## config.mk

```make
export PLATFORM = sky130hd
export DESIGN_NAME = gpr_cfg
export DESIGN_NICKNAME = d
export VERILOG_FILES = /design/src/design/gpr_pkg.sv /design/src/design/gpr_cfg.sv
export SDC_FILE = /design/constraint.sdc
export NUM_CORES = 1
export LEC_CHECK = 0
export BUFFER_PORTS_ARGS = -buffer_cell sky130_fd_sc_hd__buf_2
export CORE_MARGIN = 2
export CORE_UTILIZATION = 47
export DETAILED_ROUTE_END_ITERATION = 10
export PLACE_DENSITY = 0.77
export SYNTH_ARGS = -nofsm -noshare
export SYNTH_HDL_FRONTEND = slang
export SYNTH_SLANG_ARGS = --single-unit
```

## constraint.sdc

```tcl
create_clock -name aclk -period 1.64 [get_ports aclk]
set_input_delay 0.246 -clock aclk [delete_from_list [all_inputs] [get_ports aclk]]
set_output_delay 0.246 -clock aclk [all_outputs]
set_load 0.01 [all_outputs]
```

## src/design/gpr_pkg.sv

```systemverilog
`default_nettype none
package gpr_pkg;

    localparam int PHASE_BITS = 16;
    localparam int FRAC_BITS  = 12;
    localparam int TRIG_FB    = PHASE_BITS - 7;

    // register map, word index
    localparam logic [2:0] REG_DC_BUS_REF   = 3'd0;
    localparam logic [2:0] REG_CURRENT_LIM  = 3'd1;
    localparam logic [2:0] REG_BUS_KP       = 3'd2;
    localparam logic [2:0] REG_BUS_KI       = 3'd3;
    localparam logic [2:0] REG_RES_KP       = 3'd4;
    localparam logic [2:0] REG_RES_KI       = 3'd5;
    localparam logic [2:0] REG_PLL_KP       = 3'd6;
    localparam logic [2:0] REG_PLL_KI       = 3'd7;

    // fixed-point loop constants
    localparam logic signed [32:0] LP_DECAY  = 33'sd18889266;
    localparam logic signed [32:0] LP_GAIN   = 33'sd42391;
    localparam logic signed [32:0] STEP_Q28  = 33'sd26844;
    localparam logic        [33:0] W0_Q24    = 34'd6324861424;
    localparam logic signed [32:0] TURN_Q40  = 33'sd17499271;
    localparam logic signed [32:0] RES_COS   = 33'sd1072978901;
    localparam logic signed [32:0] RES_SIN   = 33'sd40469525;
    localparam logic signed [32:0] RES_IN_B  = 33'sd2072285;
    localparam longint LOAD_AMP_Q20 = 163120143;
    localparam longint LOAD_AMP_INT =
        (LOAD_AMP_Q20 + (64'sd1 <<< (20 - FRAC_BITS - 1))) >>> (20 - FRAC_BITS);
    localparam logic signed [32:0] LOAD_AMP  = 33'(LOAD_AMP_INT);
    localparam logic signed [71:0] BASE_CURRENT = 72'sd3 <<< FRAC_BITS;

    typedef struct packed {
        logic [22:0] dc_bus_reference;
        logic [22:0] current_limit;
        logic [23:0] bus_kp;
        logic [23:0] bus_ki;
        logic [23:0] res_kp;
        logic [23:0] res_ki;
        logic [23:0] pll_kp;
        logic [23:0] pll_ki;
    } cfg_t;

    typedef enum logic [4:0] {
        ST_COS, ST_PD, ST_DEC, ST_GAIN, ST_KIE, ST_XSH, ST_XSL, ST_KPE, ST_WH, ST_WL,
        ST_SIN, ST_BKI, ST_YSH, ST_YSL, ST_BKP, ST_AMP, ST_KIU, ST_CXA, ST_SZB,
        ST_USH, ST_USL, ST_CZB, ST_SXA, ST_UBH, ST_UBL, ST_RKP, ST_LOAD
    } step_t;

    typedef enum logic [1:0] {
        FS_IDLE, FS_MUL, FS_WB, FS_FINISH
    } fsm_t;

    typedef struct packed {
        logic  capture;
        logic  mul;
        logic  wb;
        logic  load_out;
        step_t step;
    } dp_cmd_t;

    function automatic logic signed [71:0] rnd72(input logic signed [71:0] x,
                                                 input int unsigned s);
        logic signed [71:0] half;
        half = 72'sd1 <<< (s - 1);
        return (x + half) >>> s;
    endfunction

    function automatic logic signed [31:0] sat32(input logic signed [71:0] x);
        if (x > 72'sd2147483647) return 32'sh7fffffff;
        if (x < -72'sd2147483648) return 32'sh80000000;
        return x[31:0];
    endfunction

    function automatic logic signed [23:0] sat24(input logic signed [71:0] x);
        if (x > 72'sd8388607) return 24'sh7fffff;
        if (x < -72'sd8388608) return 24'sh800000;
        return x[23:0];
    endfunction

    // quarter-wave sine, Q15
    function automatic logic [15:0] sine_tab(input logic [5:0] k);
        case (k)
            6'd0:  return 16'd0;
            6'd1:  return 16'd1608;
            6'd2:  return 16'd3212;
            6'd3:  return 16'd4808;
            6'd4:  return 16'd6393;
            6'd5:  return 16'd7962;
            6'd6:  return 16'd9512;
            6'd7:  return 16'd11039;
            6'd8:  return 16'd12540;
            6'd9:  return 16'd14010;
            6'd10: return 16'd15447;
            6'd11: return 16'd16846;
            6'd12: return 16'd18205;
            6'd13: return 16'd19520;
            6'd14: return 16'd20788;
            6'd15: return 16'd22006;
            6'd16: return 16'd23170;
            6'd17: return 16'd24279;
            6'd18: return 16'd25330;
            6'd19: return 16'd26320;
            6'd20: return 16'd27246;
            6'd21: return 16'd28106;
            6'd22: return 16'd28899;
            6'd23: return 16'd29622;
            6'd24: return 16'd30274;
            6'd25: return 16'd30853;
            6'd26: return 16'd31357;
            6'd27: return 16'd31786;
            6'd28: return 16'd32138;
            6'd29: return 16'd32413;
            6'd30: return 16'd32610;
            6'd31: return 16'd32729;
            6'd32: return 16'd32768;
            default: return 16'd0;
        endcase
    endfunction

endpackage
`default_nettype wire

```

## src/design/gpr_cfg.sv

```systemverilog
`default_nettype none
module gpr_cfg (
    input  wire logic          aclk,
    input  wire logic          aresetn,
    input  wire logic          psel,
    input  wire logic          penable,
    input  wire logic          pwrite,
    input  wire logic [4:0]    paddr,
    input  wire logic [31:0]   pwdata,
    output logic [31:0]        prdata,
    output gpr_pkg::cfg_t      cfg
);

    gpr_pkg::cfg_t cfg_reg, cfg_next;
    logic          wr_en;

    assign wr_en = psel & penable & pwrite;
    assign cfg   = cfg_reg;

    always_comb begin
        cfg_next = cfg_reg;
        if (wr_en) begin
            case (paddr[4:2])
                gpr_pkg::REG_DC_BUS_REF:  cfg_next.dc_bus_reference = pwdata[22:0];
                gpr_pkg::REG_CURRENT_LIM: cfg_next.current_limit    = pwdata[22:0];
                gpr_pkg::REG_BUS_KP:      cfg_next.bus_kp           = pwdata[23:0];
                gpr_pkg::REG_BUS_KI:      cfg_next.bus_ki           = pwdata[23:0];
                gpr_pkg::REG_RES_KP:      cfg_next.res_kp           = pwdata[23:0];
                gpr_pkg::REG_RES_KI:      cfg_next.res_ki           = pwdata[23:0];
                gpr_pkg::REG_PLL_KP:      cfg_next.pll_kp           = pwdata[23:0];
                gpr_pkg::REG_PLL_KI:      cfg_next.pll_ki           = pwdata[23:0];
                default: ;
            endcase
        end
    end

    always_comb begin
        case (paddr[4:2])
            gpr_pkg::REG_DC_BUS_REF:  prdata = {9'b0, cfg_reg.dc_bus_reference};
            gpr_pkg::REG_CURRENT_LIM: prdata = {9'b0, cfg_reg.current_limit};
            gpr_pkg::REG_BUS_KP:      prdata = {8'b0, cfg_reg.bus_kp};
            gpr_pkg::REG_BUS_KI:      prdata = {8'b0, cfg_reg.bus_ki};
            gpr_pkg::REG_RES_KP:      prdata = {8'b0, cfg_reg.res_kp};
            gpr_pkg::REG_RES_KI:      prdata = {8'b0, cfg_reg.res_ki};
            gpr_pkg::REG_PLL_KP:      prdata = {8'b0, cfg_reg.pll_kp};
            gpr_pkg::REG_PLL_KI:      prdata = {8'b0, cfg_reg.pll_ki};
            default:                  prdata = 32'b0;
        endcase
    end

    always_ff @(posedge aclk) begin
        if (!aresetn) begin
            cfg_reg.dc_bus_reference <= 23'd1904640;
            cfg_reg.current_limit    <= 23'd122880;
            cfg_reg.bus_kp           <= 24'd2048;
            cfg_reg.bus_ki           <= 24'd81920;
            cfg_reg.res_kp           <= 24'd40960;
            cfg_reg.res_ki           <= 24'd4096000;
            cfg_reg.pll_kp           <= 24'd614;
            cfg_reg.pll_ki           <= 24'd4710;
        end else begin
            cfg_reg <= cfg_next;
        end
    end

endmodule
`default_nettype wire

```

==> impl_metrics.env <==
export IMPL_startpoint="cfg[52]"
export IMPL_diodes=0
export IMPL_ys_ff_latch=190
export IMPL_wirelength_um=32160
export IMPL_rows=49
export IMPL_syn_area_um2=8778
export IMPL_overflow=0
export IMPL_clockBufferDepth=2
export IMPL_final_nets=1394
export IMPL_largest_register_ffs=190
export IMPL_antenna_found_initial=0
export IMPL_h_tree_depth=4
export IMPL_syn2layout_area_growth_pct=34.65
export IMPL_cts_sinks=190
export IMPL_vias_per_cell=5.698
export IMPL_p_leak_nw=5.180
export IMPL_worstPathCellList="mux2_4 -> a22o_4 -> a221oi_2 -> nor2_1 -> buf_2"
export IMPL_place_inst=1530
export IMPL_dr_wl_met2_um=14610
export IMPL_die_area_um2=19790
export IMPL_reg2reg_from="cfg[54]"
export IMPL_drt_iter0_markers=866
export IMPL_crit_slowest_cell="dfxtp_2"
export IMPL_core_area_um2=18150
export IMPL_worst_hold_path_type="input port to flip-flop"
export IMPL_max_vdd_ir_drop_mv=0.7561
export IMPL_routabilityCongestion=0.9620
export IMPL_synth_ff_type="dfxtp_1"
export IMPL_critPathArrivalTime_ps=1740
export IMPL_critPathMaxStageDelay_ps=320
export IMPL_pin_count=264
export IMPL_synth_edf_count=0
export IMPL_fillCellCount=1440
export IMPL_hold_viol_final=0
export IMPL_top_layer="met4"
export IMPL_ys_warn_count=0
export IMPL_synth_avg_cell_area_um2=7.966
export IMPL_path_clk_slew_ps=70
export IMPL_insertion_delay_ps=430
export IMPL_critPathMaxFanout=2
export IMPL_r2r_end="cfg[54]"
export IMPL_status="complete, but fails checks"
export IMPL_pre_cts_ws_ps=-646.8
export IMPL_period_needed_ps=1987
export IMPL_drtPass1Iterations=5
export IMPL_synthesis_instances=1102
export IMPL_drive_above_1_share_pct=37.07
export IMPL_dp_final_hpwl_um=21380
export IMPL_routedWlPerCell_um=20.18
export IMPL_m1WireLength_um=13220
export IMPL_grt_pass1_wl_um=48830
export IMPL_grt_total_usage_pct=31.97
export IMPL_cts_buffers=17
export IMPL_grt_max_degree=69
export IMPL_cp_end_kind="output pin"
export IMPL_period_share_pct=121.2
export IMPL_violations="setup timing"
export IMPL_antenna_left=0
export IMPL_num_vias=9083
export IMPL_cts_root_buf="clkbuf_16"
export IMPL_slew_violations=0
export IMPL_clock_fmax_ghz=0.5033
export IMPL_worstSetupStartpointType="flip-flop"
export IMPL_placed_area_um2=10460
export IMPL_r2r_cells=4
export IMPL_power_density_nw_per_um2=831.2
export IMPL_final_cells=1594
export IMPL_final_setup_worst_slack_ps=-347.1
export IMPL_finalSetupViolCount=23
export IMPL_cap_violations=0
export IMPL_endpoint="prdata[4]"
export IMPL_synth_cell_types=38
export IMPL_io_buffers=245
export IMPL_path_class="flip-flop to output pin"
export IMPL_drc=0
export IMPL_initial_core_util_pct=48.37
export IMPL_skew_ps=0
export IMPL_rsz0062_at_grt="true"
export IMPL_ys_seq_area_share_pct=43.33
export IMPL_synth_async_reset_ratio_pct=0
export IMPL_reg2reg_setup_slack_ps=840
export IMPL_grt_pass1_vias=8561
export IMPL_required_ps=1390
export IMPL_die_w_um=140.7
export IMPL_final_area_um2=11820
export IMPL_cts_tree="done"
export IMPL_wl_met3_um=2892
export IMPL_die_height_um=140.7
==> critical path: cells and delay by family, from the launching register on <==
| kind | cells | cell delay [ps] |
|---|---|---|
| compound gates | 2 | 470 |
| buf+inv | 1 | 150 |
| flops | 1 | 320 |
| mux | 1 | 260 |
| simple gates | 1 | 100 |
==> worst min-delay path by stage <==
stage | startpoint | to | cells past startpoint
CTS | pwdata[23] | cfg[143] | 3
floorplan | pwdata[23] | cfg[119] | 2
finish | pwdata[23] | cfg[143] | 3
global placement | cfg[14] | cfg[14] | 2
global route | pwdata[10] | cfg[177] | 3
detailed placement | cfg[88] | cfg[88] | 2
==> logic make-up (layout without fill, tap and decap cells) <==
group | Yosys count | count (layout) | synth area share (%)
buffers and inverters | 143 | 399 | 7.725
AO/OA/AOI/OAI | 233 | 233 | 20.71
multiplexers | 49 | 49 | 5.887
AND/OR/NAND/NOR | 486 | 486 | 22.31
flip-flops | 190 | 190 | 43.33
other | 1 | 8 | 0.04272
==> layout make-up <==
type	count	area [um2]	area share, %
clock inverter	12	113.9	0.9633
tap	229	286.5	2.424
inverter	22	82.58	0.6986
timing repair buffer	345	2349	19.87
clock buffer	20	466.7	3.948
multi-input combinational	776	4652	39.36
sequential	190	3870	32.74
==> synthesized netlist by cell type (2+ instances only) <==
cell type  number  area [um2]
buf_2          58       290.3
a221oi_1       40       350.3
a21boi_0      101       758.2
inv_1          22       82.58
nor3_2          2       20.02
clkbuf_1       43       161.4
buf_4          18       135.1
a21boi_1       58       435.4
a22o_1         20       175.2
nor3b_1         2       15.01
mux2_2         21       236.5
or2_1           3       18.77
dfxtp_1       190        3804
nor2_2          2       12.51
nand2_1       383        1438
o22a_1          2       17.52
or3_1           3       18.77
nand3_1        31       155.2
a21oi_1         3       15.01
or2_2           3       18.77
mux2i_1        28       280.3
nor2_1         48       180.2
o22ai_1         2       12.51
nand2b_1        4       25.02
a211oi_1        2       15.01
==> report_power, final <==
group	internal (mW)	switching, mW	total [mW]
registers	4.65	0.0342	4.69
logic	0.460	0.602	1.06
clock network	2.22	1.86	4.08
==> cell usage in the layout (no fill, tap or decap), drive strengths merged, types with 2 or more instances in the layout <==
cell / netlist / final
a21boi: 159 / 159
nor3: 2 / 2
mux2i: 28 / 28
nand2b: 4 / 4
nor3b: 2 / 2
clkinv: 0 / 7
mux2: 21 / 21
bufbuf: 0 / 3
a211oi: 2 / 2
inv: 22 / 22
nand3: 31 / 31
a21oi: 3 / 3
or2: 6 / 6
clkinvlp: 0 / 4
clkbuf: 44 / 20
nand2: 383 / 383
o22a: 2 / 2
or3: 3 / 3
nor2: 50 / 50
buf: 77 / 342
a22o: 20 / 20
conb: 1 / 8
a221oi: 40 / 40
dfxtp: 190 / 190
o22ai: 2 / 2
==> per-layer routing <==
layer  global-route usage (%)  vias up
li1                         -     4161
met1                    42.48     4256
met2                    50.63      555
met3                    5.401      111
met4                    15.68        0
met5                        0        -
==> through the flow <==
| step | setup TNS (ps) | hold WS, ps | util, % | power [mW] |
|---|---|---|---|---|
| after detailed placement | -52100 | 454.5 | 57.61 | 5.666 |
| after global placement | -43440 | 451.0 | 57.61 | 5.659 |
| after CTS | -5644 | 99.48 | 64.16 | 9.775 |
| after global routing | -7145 | 124.4 | 65.13 | 10.11 |
| after floorplan | 0 | 390.9 | - | 5.329 |
| final | -5638 | 112.8 | 65.13 | 9.825 |
==> timing repair <==
| action | 4_1_cts | 5_1_grt |
|---|---|---|
| pin swaps | 9 | 15 |
| cloned | 3 | 0 |
| setup buffers | 22 | 7 |
| endpoints found under the setup margin | 24 | 24 |
| resized for setup | 87 | 42 |
| hold buffers | 0 | 0 |
Power figures use the tool's default switching activity.
