===== src/design/gpr_pkg.sv =====
`default_nettype none
package gpr_pkg;

    localparam int PHASE_BITS = 16;
    localparam int FRAC_BITS  = 12;
    localparam int TRIG_FB    = PHASE_BITS - 7;

    // register map, word index
    localparam logic [2:0] REG_DC_BUS_REF   = 3'd0;
    localparam logic [2:0] REG_CURRENT_LIM  = 3'd1;
    localparam logic [2:0] REG_BUS_KP       = 3'd2;
    localparam logic [2:0] REG_BUS_KI       = 3'd3;
    localparam logic [2:0] REG_RES_KP       = 3'd4;
    localparam logic [2:0] REG_RES_KI       = 3'd5;
    localparam logic [2:0] REG_PLL_KP       = 3'd6;
    localparam logic [2:0] REG_PLL_KI       = 3'd7;

    // fixed-point loop constants
    localparam logic signed [32:0] LP_DECAY  = 33'sd18889266;
    localparam logic signed [32:0] LP_GAIN   = 33'sd42391;
    localparam logic signed [32:0] STEP_Q28  = 33'sd26844;
    localparam logic        [33:0] W0_Q24    = 34'd6324861424;
    localparam logic signed [32:0] TURN_Q40  = 33'sd17499271;
    localparam logic signed [32:0] RES_COS   = 33'sd1072978901;
    localparam logic signed [32:0] RES_SIN   = 33'sd40469525;
    localparam logic signed [32:0] RES_IN_B  = 33'sd2072285;
    localparam longint LOAD_AMP_Q20 = 163120143;
    localparam longint LOAD_AMP_INT =
        (LOAD_AMP_Q20 + (64'sd1 <<< (20 - FRAC_BITS - 1))) >>> (20 - FRAC_BITS);
    localparam logic signed [32:0] LOAD_AMP  = 33'(LOAD_AMP_INT);
    localparam logic signed [71:0] BASE_CURRENT = 72'sd3 <<< FRAC_BITS;

    typedef struct packed {
        logic [22:0] dc_bus_reference;
        logic [22:0] current_limit;
        logic [23:0] bus_kp;
        logic [23:0] bus_ki;
        logic [23:0] res_kp;
        logic [23:0] res_ki;
        logic [23:0] pll_kp;
        logic [23:0] pll_ki;
    } cfg_t;

    typedef enum logic [4:0] {
        ST_COS, ST_PD, ST_DEC, ST_GAIN, ST_KIE, ST_XSH, ST_XSL, ST_KPE, ST_WH, ST_WL,
        ST_SIN, ST_BKI, ST_YSH, ST_YSL, ST_BKP, ST_AMP, ST_KIU, ST_CXA, ST_SZB,
        ST_USH, ST_USL, ST_CZB, ST_SXA, ST_UBH, ST_UBL, ST_RKP, ST_LOAD
    } step_t;

    typedef enum logic [1:0] {
        FS_IDLE, FS_MUL, FS_WB, FS_FINISH
    } fsm_t;

    typedef struct packed {
        logic  capture;
        logic  mul;
        logic  wb;
        logic  load_out;
        step_t step;
    } dp_cmd_t;

    function automatic logic signed [71:0] rnd72(input logic signed [71:0] x,
                                                 input int unsigned s);
        logic signed [71:0] half;
        half = 72'sd1 <<< (s - 1);
        return (x + half) >>> s;
    endfunction

    function automatic logic signed [31:0] sat32(input logic signed [71:0] x);
        if (x > 72'sd2147483647) return 32'sh7fffffff;
        if (x < -72'sd2147483648) return 32'sh80000000;
        return x[31:0];
    endfunction

    function automatic logic signed [23:0] sat24(input logic signed [71:0] x);
        if (x > 72'sd8388607) return 24'sh7fffff;
        if (x < -72'sd8388608) return 24'sh800000;
        return x[23:0];
    endfunction

    // quarter-wave sine, Q15
    function automatic logic [15:0] sine_tab(input logic [5:0] k);
        case (k)
            6'd0:  return 16'd0;
            6'd1:  return 16'd1608;
            6'd2:  return 16'd3212;
            6'd3:  return 16'd4808;
            6'd4:  return 16'd6393;
            6'd5:  return 16'd7962;
            6'd6:  return 16'd9512;
            6'd7:  return 16'd11039;
            6'd8:  return 16'd12540;
            6'd9:  return 16'd14010;
            6'd10: return 16'd15447;
            6'd11: return 16'd16846;
            6'd12: return 16'd18205;
            6'd13: return 16'd19520;
            6'd14: return 16'd20788;
            6'd15: return 16'd22006;
            6'd16: return 16'd23170;
            6'd17: return 16'd24279;
            6'd18: return 16'd25330;
            6'd19: return 16'd26320;
            6'd20: return 16'd27246;
            6'd21: return 16'd28106;
            6'd22: return 16'd28899;
            6'd23: return 16'd29622;
            6'd24: return 16'd30274;
            6'd25: return 16'd30853;
            6'd26: return 16'd31357;
            6'd27: return 16'd31786;
            6'd28: return 16'd32138;
            6'd29: return 16'd32413;
            6'd30: return 16'd32610;
            6'd31: return 16'd32729;
            6'd32: return 16'd32768;
            default: return 16'd0;
        endcase
    endfunction

endpackage
`default_nettype wire


===== src/design/gpr_ctrl.sv =====
`default_nettype none
module gpr_ctrl (
    input  wire logic          aclk,
    input  wire logic          aresetn,
    input  wire logic          s_valid,
    input  wire logic          s_pll_update,
    output logic               s_ready,
    output logic               m_valid,
    input  wire logic          m_ready,
    output gpr_pkg::dp_cmd_t   cmd
);

    gpr_pkg::fsm_t  state_reg, state_next;
    gpr_pkg::step_t step_reg, step_next;
    logic           m_valid_reg, m_valid_next;
    logic           out_free;

    assign out_free = !m_valid_reg || m_ready;

    // next state
    always_comb begin
        state_next = state_reg;
        step_next  = step_reg;
        case (state_reg)
            gpr_pkg::FS_IDLE: begin
                if (s_valid) begin
                    state_next = gpr_pkg::FS_MUL;
                    step_next  = s_pll_update ? gpr_pkg::ST_COS : gpr_pkg::ST_SIN;
                end
            end
            gpr_pkg::FS_MUL: state_next = gpr_pkg::FS_WB;
            gpr_pkg::FS_WB: begin
                if (step_reg == gpr_pkg::ST_LOAD) begin
                    state_next = gpr_pkg::FS_FINISH;
                end else begin
                    state_next = gpr_pkg::FS_MUL;
                    step_next  = gpr_pkg::step_t'(step_reg + 5'd1);
                end
            end
            gpr_pkg::FS_FINISH: begin
                if (out_free) state_next = gpr_pkg::FS_IDLE;
            end
            default: state_next = gpr_pkg::FS_IDLE;
        endcase
    end

    // outputs
    always_comb begin
        s_ready      = (state_reg == gpr_pkg::FS_IDLE);
        cmd.capture  = (state_reg == gpr_pkg::FS_IDLE) && s_valid;
        cmd.mul      = (state_reg == gpr_pkg::FS_MUL);
        cmd.wb       = (state_reg == gpr_pkg::FS_WB);
        cmd.load_out = (state_reg == gpr_pkg::FS_FINISH) && out_free;
        cmd.step     = step_reg;
        m_valid_next = cmd.load_out ? 1'b1 : (m_ready ? 1'b0 : m_valid_reg);
    end

    assign m_valid = m_valid_reg;

    always_ff @(posedge aclk) begin
        if (!aresetn) begin
            state_reg   <= gpr_pkg::FS_IDLE;
            step_reg    <= gpr_pkg::ST_COS;
            m_valid_reg <= 1'b0;
        end else begin
            state_reg   <= state_next;
            step_reg    <= step_next;
            m_valid_reg <= m_valid_next;
        end
    end

endmodule
`default_nettype wire


===== config.mk =====
export PLATFORM = sky130hd
export DESIGN_NAME = gpr_ctrl
export DESIGN_NICKNAME = d
export VERILOG_FILES = /design/src/design/gpr_pkg.sv /design/src/design/gpr_ctrl.sv
export SDC_FILE = /design/constraint.sdc
export NUM_CORES = 1
export LEC_CHECK = 0
export ABC_AREA = 1
export ABC_CLOCK_PERIOD_IN_PS = 2300
export BUFFER_PORTS_ARGS = -buffer_cell sky130_fd_sc_hd__buf_2
export CORE_AREA = 5 5 42 44
export DETAILED_ROUTE_END_ITERATION = 7
export DIE_AREA = 0 0 47 49
export GPL_TIMING_DRIVEN = 1
export HOLD_SLACK_MARGIN = 0.15
export PLACE_DENSITY = 0.7
export SETUP_SLACK_MARGIN = 0.15
export SYNTH_ARGS = -nofsm -noshare
export SYNTH_HDL_FRONTEND = slang
export SYNTH_SLANG_ARGS = --single-unit

===== constraint.sdc =====
create_clock -name aclk -period 2.3 [get_ports aclk]
set_input_delay 0.46 -clock aclk [delete_from_list [all_inputs] [get_ports aclk]]
set_output_delay 0.46 -clock aclk [all_outputs]
set_load 0.01 [all_outputs]

==> results of run 1 <==
==> report_power, final <==
group	switching (mW)	internal (mW)	total, mW
combinational	0.0401	0.0259	0.0660
clock	0.0523	0.0600	0.112
sequential	0.00986	0.146	0.156
total	0.102	0.232	0.335
==> cell type report <==
cell class | count | area [um^2] | share of cell area
Clock buffer | 3 | 22.5 | 0.0372
Inverter | 14 | 52.6 | 0.0868
Timing Repair Buffer | 15 | 75.1 | 0.124
Tap cell | 16 | 20.0 | 0.0331
Multi-Input combinational cell | 55 | 275 | 0.455
Sequential cell | 8 | 160 | 0.264
==> cell usage in the layout, fill, tap and decap left out <==
cell type	Yosys	final
sky130_fd_sc_hd__clkbuf_4	0	3
sky130_fd_sc_hd__nor3b_1	1	1
sky130_fd_sc_hd__nand3_4	1	1
sky130_fd_sc_hd__dfxtp_1	8	8
sky130_fd_sc_hd__o21ai_0	1	1
sky130_fd_sc_hd__nand3_1	8	8
sky130_fd_sc_hd__nor2_4	1	1
sky130_fd_sc_hd__buf_2	0	15
sky130_fd_sc_hd__nand4_1	1	1
sky130_fd_sc_hd__a21oi_1	1	1
sky130_fd_sc_hd__a31oi_1	2	2
sky130_fd_sc_hd__ha_1	2	2
sky130_fd_sc_hd__nand2_2	2	2
sky130_fd_sc_hd__inv_2	1	1
sky130_fd_sc_hd__inv_1	13	13
sky130_fd_sc_hd__nand2_1	18	18
sky130_fd_sc_hd__nor3_1	1	1
sky130_fd_sc_hd__nor2_1	16	16
==> tightest hold or removal path, cell delays in order <==
cell,delay (ns)
sky130_fd_sc_hd__buf_2,0.14
sky130_fd_sc_hd__nand2_1,0.07
sky130_fd_sc_hd__nor2_1,0.03
==> through the flow <==
stage | hold slack [ns] | cells | utilization | worst slack (ns) | power, mW
floorplan | 0.549 | 78 | - | 0.956 | 0.202
global placement | 0.537 | 108 | 0.416 | 0.916 | 0.224
detailed placement | 0.536 | 108 | 0.416 | 0.885 | 0.226
CTS | 0.472 | 111 | 0.432 | 0.595 | 0.339
global route | 0.487 | 111 | 0.432 | 0.511 | 0.361
finish | 0.476 | 111 | 0.432 | 0.603 | 0.335
==> how the worst max path moves through the flow <==
stage	from	to	slack, ns	cells past startpoint
after CTS	state_reg[0]	cmd[5]	0.59	3
after detailed placement	state_reg[0]	cmd[5]	0.88	3
after global placement	m_ready	cmd[5]	0.92	4
final	state_reg[0]	cmd[5]	0.60	3
after floorplan	state_reg[0]	cmd[5]	0.96	3
after global routing	state_reg[0]	cmd[5]	0.51	3
==> kinds of logic (layout without fill, tap and decap cells) <==
kind of cell	Yosys count	in the layout	share of synthesized area
compound gates	4	4	0.0454
fa+ha+maj	2	2	0.0505
buf+inv	15	32	0.121
flops	8	8	0.323
simple gates	49	49	0.460
==> routing by layer <==
layer | wire length, um | vias up | track usage | share of wire
met4 | 17 | 0 | 0.0691 | 0.015
met3 | 65 | 2 | 0.0480 | 0.059
met2 | 556 | 10 | 0.183 | 0.50
met5 | 0 | - | 0 | 0
met1 | 467 | 231 | 0.143 | 0.42
li1 | - | 279 | - | -
==> synth_stat cells, drive strengths merged <==
cell type / number
dfxtp: 8
ha: 2
buf: 1
nor3: 1
inv: 14
o21ai: 1
nor2: 17
nand3: 9
a31oi: 2
a21oi: 1
nand4: 1
nand2: 20
nor3b: 1
==> flow_summary.toml, run 1 <==
[status]
status = "finished clean"

[place]
port_buffers = 15
dp.final_hpwl_um = 883
post_dp_cell_area_um2 = 583
place_congestion = 0.780

[critical_path]
cp-end-kind = "output pin"
max_stage_delay_ns = 0.45
critical_path.cell_chain = "inv_1, nor3_1, buf_2"
timing.reg2reg.setup_slack_ns = 1.00
timing.critical_path.max_delay_family = "flip-flops"
critical_setup_path_kind = "reg -> out"
start_kind = "flop"
reg2reg_to = "step_reg[1]"
timing.critical_path.buf_inv = 2
cp_max_fo = 6
worst-endpoint-arrival_ns = 1.24
regToRegStartpoint = "step_reg[0]"
critical-path-slowest-cell = "sky130_fd_sc_hd__dfxtp_1"
required_arrival_time_at_the_worst_endpoint_ns = 1.84
worstRegToRegCells = 8

[synth]
synthesis.instances = 78
synth.avg_cell_area_um2 = 6.35
synth_seq_cells = 8
synthDominantCellAreaShare = 0.323
yosys_warnings = 0
synth_largest_area_cell = "sky130_fd_sc_hd__dfxtp_1"
mappedNetlistNets = 85
synth_sequential_area_ratio = 0.323
mappedNetlistArea_um2 = 495
netlist-cell-type-count = 17
ys_top_cells_by_area = "sky130_fd_sc_hd__dfxtp_1, sky130_fd_sc_hd__nand2_1, sky130_fd_sc_hd__nor2_1"

[floorplanning]
fp-row-count = 14
initial_utilization = 0.354
die_span_in_y_um = 49
die-area_um2 = 2300
die_wd_um = 47
io-pin-count = 16
core_area_um2 = 1400

[sta]
report.final.setup_viol = 0
final.setup_skew_ns = 0.00716
share_of_the_cycle_needed_by_the_critical_path_after_routing = 0.738
timing.final.hold_violations = 0
slew_viol_final = 0
slew_headroom = 0.839
max_freq_ghz = 0.589
rsz0062_at_grt = "false"
timing.setup.tns_ns = 0
final.min_clock_period_ns = 1.70
tightestPinTransition_ns = 0.241

[layout]
layout-drive-gt1-share = 0.242
nFillCells = 158
area_growth_pct = 22.2
flip_flop_count_of_the_largest_register_after_layout = 5
post-route-cell-area_um2 = 606
finish.net_count = 104
insertedDiodeCount = 0

[global_route]
antenna_found_initial = 0
number_of_global_route_vias_before_repair = 496
grt_first_pass_wirelength_um = 2060
globalRouteTotalUtil = 0.123
grt.overflow.total = 0
grt_max_degree = 10

[power_and_ir_drop]
vdd_drop_max_v = 0.000290
power.leakage_nw = 0.322
power_per_cell_area_nw_per_um2 = 553

[min_path]
min_delay_worst_endpoint = "step_reg[0]"
holdCritPathClass = "in -> reg"
hold_path.startpoint = "aresetn"
hold_path_depth = 3

[drt]
drt_first_pass_iters = 4
detail_route.wirelength_um = 1110
detail_route.drc_violations = 0
routed_via_density = 4.70
total_number_of_vias = 522
post_drt_antenna_nets = 0
routed_length_per_placed_instance_um = 9.96
initialDrtViolationCount = 9

[cts]
number_of_buffers_added_by_the_clock_tree_synthesis_step = 3
cts.repair.resized = 0
deepest_clock_path_buffer_count = 2
clock_root_buffer = "sky130_fd_sc_hd__clkbuf_4"
tritoncts = "done"
clk_transition_reported_paths_ns = 0.06
htree_num_levels = 1
clk-insertion-delay-late_ns = 0.26
post_cts_setup_driven_buffer_insertion_count = 0
clkSinkCount = 8
postCtsHoldBufs = 0

[run]
cap_viol_max_count = 0
Power figures use the tool's default switching activity.
==> run 2: changes to the inputs <==
--- a/config.mk
+++ b/config.mk
@@ -6,7 +6,7 @@
 export NUM_CORES = 1
 export LEC_CHECK = 0
 export ABC_AREA = 1
-export ABC_CLOCK_PERIOD_IN_PS = 2300
+export ABC_CLOCK_PERIOD_IN_PS = 1610
 export BUFFER_PORTS_ARGS = -buffer_cell sky130_fd_sc_hd__buf_2
 export CORE_AREA = 5 5 42 44
 export DETAILED_ROUTE_END_ITERATION = 7
==> constraint.sdc (replaced) <==
create_clock -name aclk -period 1.61 [get_ports aclk]
set_input_delay 0.322 -clock aclk [delete_from_list [all_inputs] [get_ports aclk]]
set_output_delay 0.322 -clock aclk [all_outputs]
set_load 0.01 [all_outputs]
==> run 2 against run 1 <==
Net effect:
- clock skew increased by 0.00076 ns
- flip-flop and latch count unchanged
- via count decreased by 2.3%
- sequential power increased by 44%
- first-iteration DRC count increased by 22%
- register-to-register slack got worse by 0.65 ns
- critical endpoint unchanged
==> flow_summary.toml, run 2 (synthesis results as in run 1) <==
[sta]
slew_viol_final = 0
tightestPinTransition_ns = 0.203
report.final.setup_viol = 0
max_freq_ghz = 0.730
slew_headroom = 0.864
timing.final.hold_violations = 0
layout_setup_ws_ns = 0.241
timing.setup.tns_ns = 0
rsz0062_at_grt = "false"
share_of_the_cycle_needed_by_the_critical_path_after_routing = 0.851
final.min_clock_period_ns = 1.37
final.setup_skew_ns = 0.00792

[cts]
deepest_clock_path_buffer_count = 2
post_cts_setup_driven_buffer_insertion_count = 0
clk_transition_reported_paths_ns = 0.06
htree_num_levels = 1
clock_root_buffer = "sky130_fd_sc_hd__clkbuf_4"
number_of_buffers_added_by_the_clock_tree_synthesis_step = 3
tritoncts = "done"
clk-insertion-delay-late_ns = 0.25
clkSinkCount = 8

[status]
status = "finished clean"

[power_and_ir_drop]
power_per_cell_area_nw_per_um2 = 768
vdd_drop_max_v = 0.000320
power.leakage_nw = 0.323

[layout]
area_growth_pct = 24.2
finish.utilization = 0.439
layout.cells.most_common = "sky130_fd_sc_hd__nand2_1"
mostFrequentLayoutCells = "sky130_fd_sc_hd__nand2_1, sky130_fd_sc_hd__nor2_1, sky130_fd_sc_hd__buf_2, sky130_fd_sc_hd__inv_1, sky130_fd_sc_hd__nand3_1"
insertedDiodeCount = 0
nFillCells = 143
layout-drive-gt1-share = 0.284
finish.net_count = 104
flip_flop_count_of_the_largest_register_after_layout = 5

[drt]
total_number_of_vias = 510
detail_route.drc_violations = 0
post_drt_antenna_nets = 0
detail_route.wirelength_um = 1030
routed_via_density = 4.59
drt_first_pass_iters = 4
initialDrtViolationCount = 11
routed_length_per_placed_instance_um = 9.29

[floorplanning]
die_span_in_y_um = 49
die-area_um2 = 2300
die_wd_um = 47
core_area_um2 = 1400
initial_utilization = 0.354
io-pin-count = 16
fp-row-count = 14

[critical_path]
critical-path-slowest-cell = "sky130_fd_sc_hd__dfxtp_4"
max_stage_delay_ns = 0.38
cp-end-kind = "output pin"
start_kind = "flop"
timing.critical_path.max_delay_family = "flip-flops"
worst-endpoint-arrival_ns = 1.05
critical_path.cell_chain = "inv_2, nor3_2, buf_2"
required_arrival_time_at_the_worst_endpoint_ns = 1.29
critical_setup_path_kind = "reg -> out"
cp_max_fo = 6
timing.critical_path.buf_inv = 2

[global_route]
global_route_met3_utilization = 0.0258
grt.overflow.total = 0
global_route.usage.met2 = 0.145
grt_first_pass_wirelength_um = 1760
grt_util_met1 = 0.135
antenna_found_initial = 0
number_of_global_route_vias_before_repair = 414
globalRouteTotalUtil = 0.104
grt_max_degree = 10
gr-max-usage-layer = "met2"

[run]
cap_viol_max_count = 0

[min_path]
holdCritPathClass = "in -> reg"

[place]
place_congestion = 0.831
dp_worst_setup_slack_ns = 0.316
dp.final_hpwl_um = 824
port_buffers = 15
==> run 2: final timing paths <==
kind	start	slack, ns	end	cells past startpoint
hold reg to reg	step_reg[4]	0.54	step_reg[4]	4
setup reg to reg	step_reg[0]	0.35	step_reg[3]	8
hold / removal	aresetn	0.35	step_reg[0]	3
setup / recovery	state_reg[0]	0.24	cmd[5]	3
==> run 2: metrics by stage <==
| stage | hold WS (ns) | instance area (um^2) | power [mW] | instances |
|---|---|---|---|---|
| 3_3_place_gp | 0.537 | 583 | 0.320 | 108 |
| 3_5_place_dp | 0.541 | 583 | 0.321 | 108 |
| 2_1_floorplan | 0.442 | 495 | 0.289 | 78 |
| 6_report | 0.346 | 616 | 0.473 | 111 |
| 5_1_grt | 0.360 | 616 | 0.502 | 111 |
| 4_1_cts | 0.340 | 613 | 0.480 | 111 |
==> run 2: layout make-up <==
cell class	count	area (um^2)	area share
clock buffers	3	22.5	0.0366
inverters	14	52.6	0.0854
multi-input cells	55	280	0.455
flip-flops and latches	8	165	0.268
well taps	16	20.0	0.0325
repair buffers	15	75.1	0.122
==> run 2: routing by layer <==
layer  vias up  wire (um)
met1       215        473
met3         4         51
met5         -          0
met2        10        483
li1        281          -
met4         0         23
==> run 2: worst min-delay path, cell delays in order <==
cell and delay, ns:
sky130_fd_sc_hd__buf_2 0.14, sky130_fd_sc_hd__nand2_1 0.07, sky130_fd_sc_hd__nor2_1 0.03
==> run 2: power by group <==
part	internal, mW	switching (mW)
sequential	0.209	0.0144
combinational	0.0373	0.0567
clock	0.0854	0.0698
total	0.332	0.141
==> run 2: repair_timing <==
action                                 in CTS  in global routing
endpoints found under the hold margin       0                  0
hold buffers                                0                  0
setup endpoints to repair                   1                  1
gates cloned                                0                  0
pin swaps                                   0                  1
resized for setup                           3                  2
==> run 3: changes to the inputs <==
--- a/config.mk
+++ b/config.mk
@@ -5,7 +5,6 @@
 export SDC_FILE = /design/constraint.sdc
 export NUM_CORES = 1
 export LEC_CHECK = 0
-export ABC_AREA = 1
 export ABC_CLOCK_PERIOD_IN_PS = 1610
 export BUFFER_PORTS_ARGS = -buffer_cell sky130_fd_sc_hd__buf_2
 export CORE_AREA = 5 5 42 44
@@ -13,7 +12,7 @@
 export DIE_AREA = 0 0 47 49
 export GPL_TIMING_DRIVEN = 1
 export HOLD_SLACK_MARGIN = 0.15
-export PLACE_DENSITY = 0.7
+export PLACE_DENSITY = 0.68
 export SETUP_SLACK_MARGIN = 0.15
 export SYNTH_ARGS = -nofsm -noshare
 export SYNTH_HDL_FRONTEND = slang
==> run 3 against run 2 <==
Net effect:
- register-to-register slack worse by 0.09 ns
- routed wire length increased by 7.0%
- largest cell class unchanged
- non-clock buffer count increased by 1
- first-iteration DRC count is 18% lower
- fmax is 2.4% lower
- clock-buffer cell count is the same
- global-route usage up 0.071 points
- worst hold slack better by 0.0029 ns
- clock power grew 3%
- clock skew shrank 0.0076 ns
- via count shrank 9.4%
==> flow_summary.toml, run 3 <==
[sta]
rsz0062_at_grt = "false"
slew_headroom = 0.826
timing.final.hold_violations = 0
max_freq_ghz = 0.712
share_of_the_cycle_needed_by_the_critical_path_after_routing = 0.872
slew_viol_final = 0
final.setup_skew_ns = 0.000272
timing.setup.tns_ns = 0
tightestPinTransition_ns = 0.260
final.min_clock_period_ns = 1.40
report.final.setup_viol = 0
worst_hold_slack_across_all_endpoints_ns = 0.349
layout_setup_ws_ns = 0.206

[global_route]
grt_max_degree = 11
antenna_found_initial = 0
number_of_global_route_vias_before_repair = 419
grt.overflow.total = 0
grt_first_pass_wirelength_um = 1750
globalRouteTotalUtil = 0.104

[cts]
clk_transition_reported_paths_ns = 0.06
postCtsHoldBufs = 0
deepest_clock_path_buffer_count = 2
htree_num_levels = 1
number_of_buffers_added_by_the_clock_tree_synthesis_step = 3
clock_root_buffer = "sky130_fd_sc_hd__clkbuf_4"
clk-insertion-delay-late_ns = 0.26
clkSinkCount = 8
tritoncts = "done"

[synth]
synth_enable_flop_cells = 0
synth_seq_cells = 8
synthDominantCellAreaShare = 0.338
netlist-cell-type-count = 32
synthesis.instances = 53
synthMostInstantiatedCell = "sky130_fd_sc_hd__dfxtp_1"
synth.avg_cell_area_um2 = 8.95
synth_largest_area_cell = "sky130_fd_sc_hd__dfxtp_1"
synth_async_sr_flop_share = 0
synth.cells.most_frequent = "sky130_fd_sc_hd__dfxtp_1, sky130_fd_sc_hd__inv_1, sky130_fd_sc_hd__nand2_1, sky130_fd_sc_hd__nor2b_1, sky130_fd_sc_hd__o21a_1"
synth_sequential_area_ratio = 0.338
ys_top_cells_by_area = "sky130_fd_sc_hd__dfxtp_1, sky130_fd_sc_hd__ha_1, sky130_fd_sc_hd__o21a_1"
mappedNetlistNets = 60
yosys_warnings = 0
mappedNetlistArea_um2 = 474
synth_top_flop_cell = "sky130_fd_sc_hd__dfxtp_1"

[layout]
insertedDiodeCount = 0
post_layout_nonfiller_instances = 87
nFillCells = 154
finish.net_count = 80
regArea_um2 = 163
layout-drive-gt1-share = 0.380
post-route-cell-area_um2 = 597
multiInputGateArea_um2 = 292
mostFrequentLayoutCells = "sky130_fd_sc_hd__buf_2, sky130_fd_sc_hd__dfxtp_1"
area_growth_pct = 25.9
layout.cells.most_common = "sky130_fd_sc_hd__buf_2"
flip_flop_count_of_the_largest_register_after_layout = 5

[place]
port_buffers = 15
dp_worst_setup_slack_ns = 0.285
dpl.cell_count = 83
place_congestion = 0.824
post_dp_cell_area_um2 = 562
dp.final_hpwl_um = 788

[critical_path]
regToRegStartpoint = "step_reg[1]"
cp-end-kind = "output pin"
cp_max_fo = 10
critical_path.cell_chain = "nand2b_2, inv_4, buf_2"
critical_setup_path_kind = "reg -> out"
required_arrival_time_at_the_worst_endpoint_ns = 1.29
critical-path-slowest-cell = "sky130_fd_sc_hd__dfxtp_2"
reg2reg_to = "step_reg[0]"
start_kind = "flop"
timing.reg2reg.setup_slack_ns = 0.26
cp-startpoint = "state_reg[0]"
max_stage_delay_ns = 0.36
worstRegToRegCells = 4
worst-endpoint-arrival_ns = 1.08

[min_path]
holdCritPathClass = "in -> reg"
hold_path_depth = 2
hold_path.startpoint = "aresetn"
min_delay_worst_endpoint = "state_reg[1]"

[floorplanning]
die-area_um2 = 2300
initial_utilization = 0.338
io-pin-count = 16
core_area_um2 = 1400
die_span_in_y_um = 49
fp-row-count = 14
die_wd_um = 47

[drt]
drt_first_pass_iters = 4
initialDrtViolationCount = 9
routed_via_density = 5.31
routed_length_per_placed_instance_um = 12.7
detail_route.wirelength_um = 1100
total_number_of_vias = 462
post_drt_antenna_nets = 0
detail_route.drc_violations = 0

[power_and_ir_drop]
power_per_cell_area_nw_per_um2 = 781
power.leakage_nw = 0.254
vdd_drop_max_v = 0.000402

[status]
status = "finished clean"

[run]
cap_viol_max_count = 0
run 3: kinds of logic after synthesis:
family	Yosys count	share of synthesized area
flops	8	0.338
buf+inv	5	0.0475
mux	1	0.0211
compound gates	18	0.290
fa+ha+maj	2	0.0528
simple gates	19	0.251
run 3: worst max-delay path: cells and delay by family (launching register included):
kind          cells  cell delay, ns
buf+inv           2            0.23
flops             1            0.36
simple gates      1            0.23
run 3: per-stage QoR:
stage / util / total power [mW]
floorplan: - / 0.278
detailed placement: 0.401 / 0.310
finish: 0.426 / 0.466
global placement: 0.401 / 0.309
CTS: 0.419 / 0.470
global route: 0.426 / 0.488
run 3: timing repair:
item,in CTS,in global routing
pin swaps,0,1
resized for setup,2,1
endpoints found under the hold margin,0,0
cloned,0,0
setup endpoints to repair,1,2
buffers inserted,0,1
run 3: where the power goes:
group	switching, mW	internal (mW)
clock	0.0740	0.0857
combinational	0.0400	0.0394
sequential	0.0184	0.209
total	0.132	0.334
run 3: final cells by class:
cell class	count	area share
flip-flops and latches	8	0.273
clock buffers	3	0.0377
multi-input cells	40	0.488
repair buffers	16	0.138
well taps	16	0.0335
inverters	4	0.0294
run 3: worst max path at each step:
| stage | endpoint | slack [ns] |
|---|---|---|
| after floorplan | step_reg[2] | 0.31 |
| after global placement | step_reg[2] | 0.32 |
| after detailed placement | step_reg[0] | 0.28 |
| after CTS | cmd[6] | 0.18 |
| after global routing | step_reg[0] | 0.14 |
| final | cmd[6] | 0.21 |
run 3: metal layers:
layer | vias up | routed length (um) | track usage | share of wire
li1 | 238 | - | - | -
met1 | 209 | 493 | 0.121 | 0.45
met2 | 10 | 532 | 0.156 | 0.48
met3 | 5 | 36 | 0.0221 | 0.033
met4 | 0 | 40 | 0.0829 | 0.036
met5 | - | 0 | 0 | 0
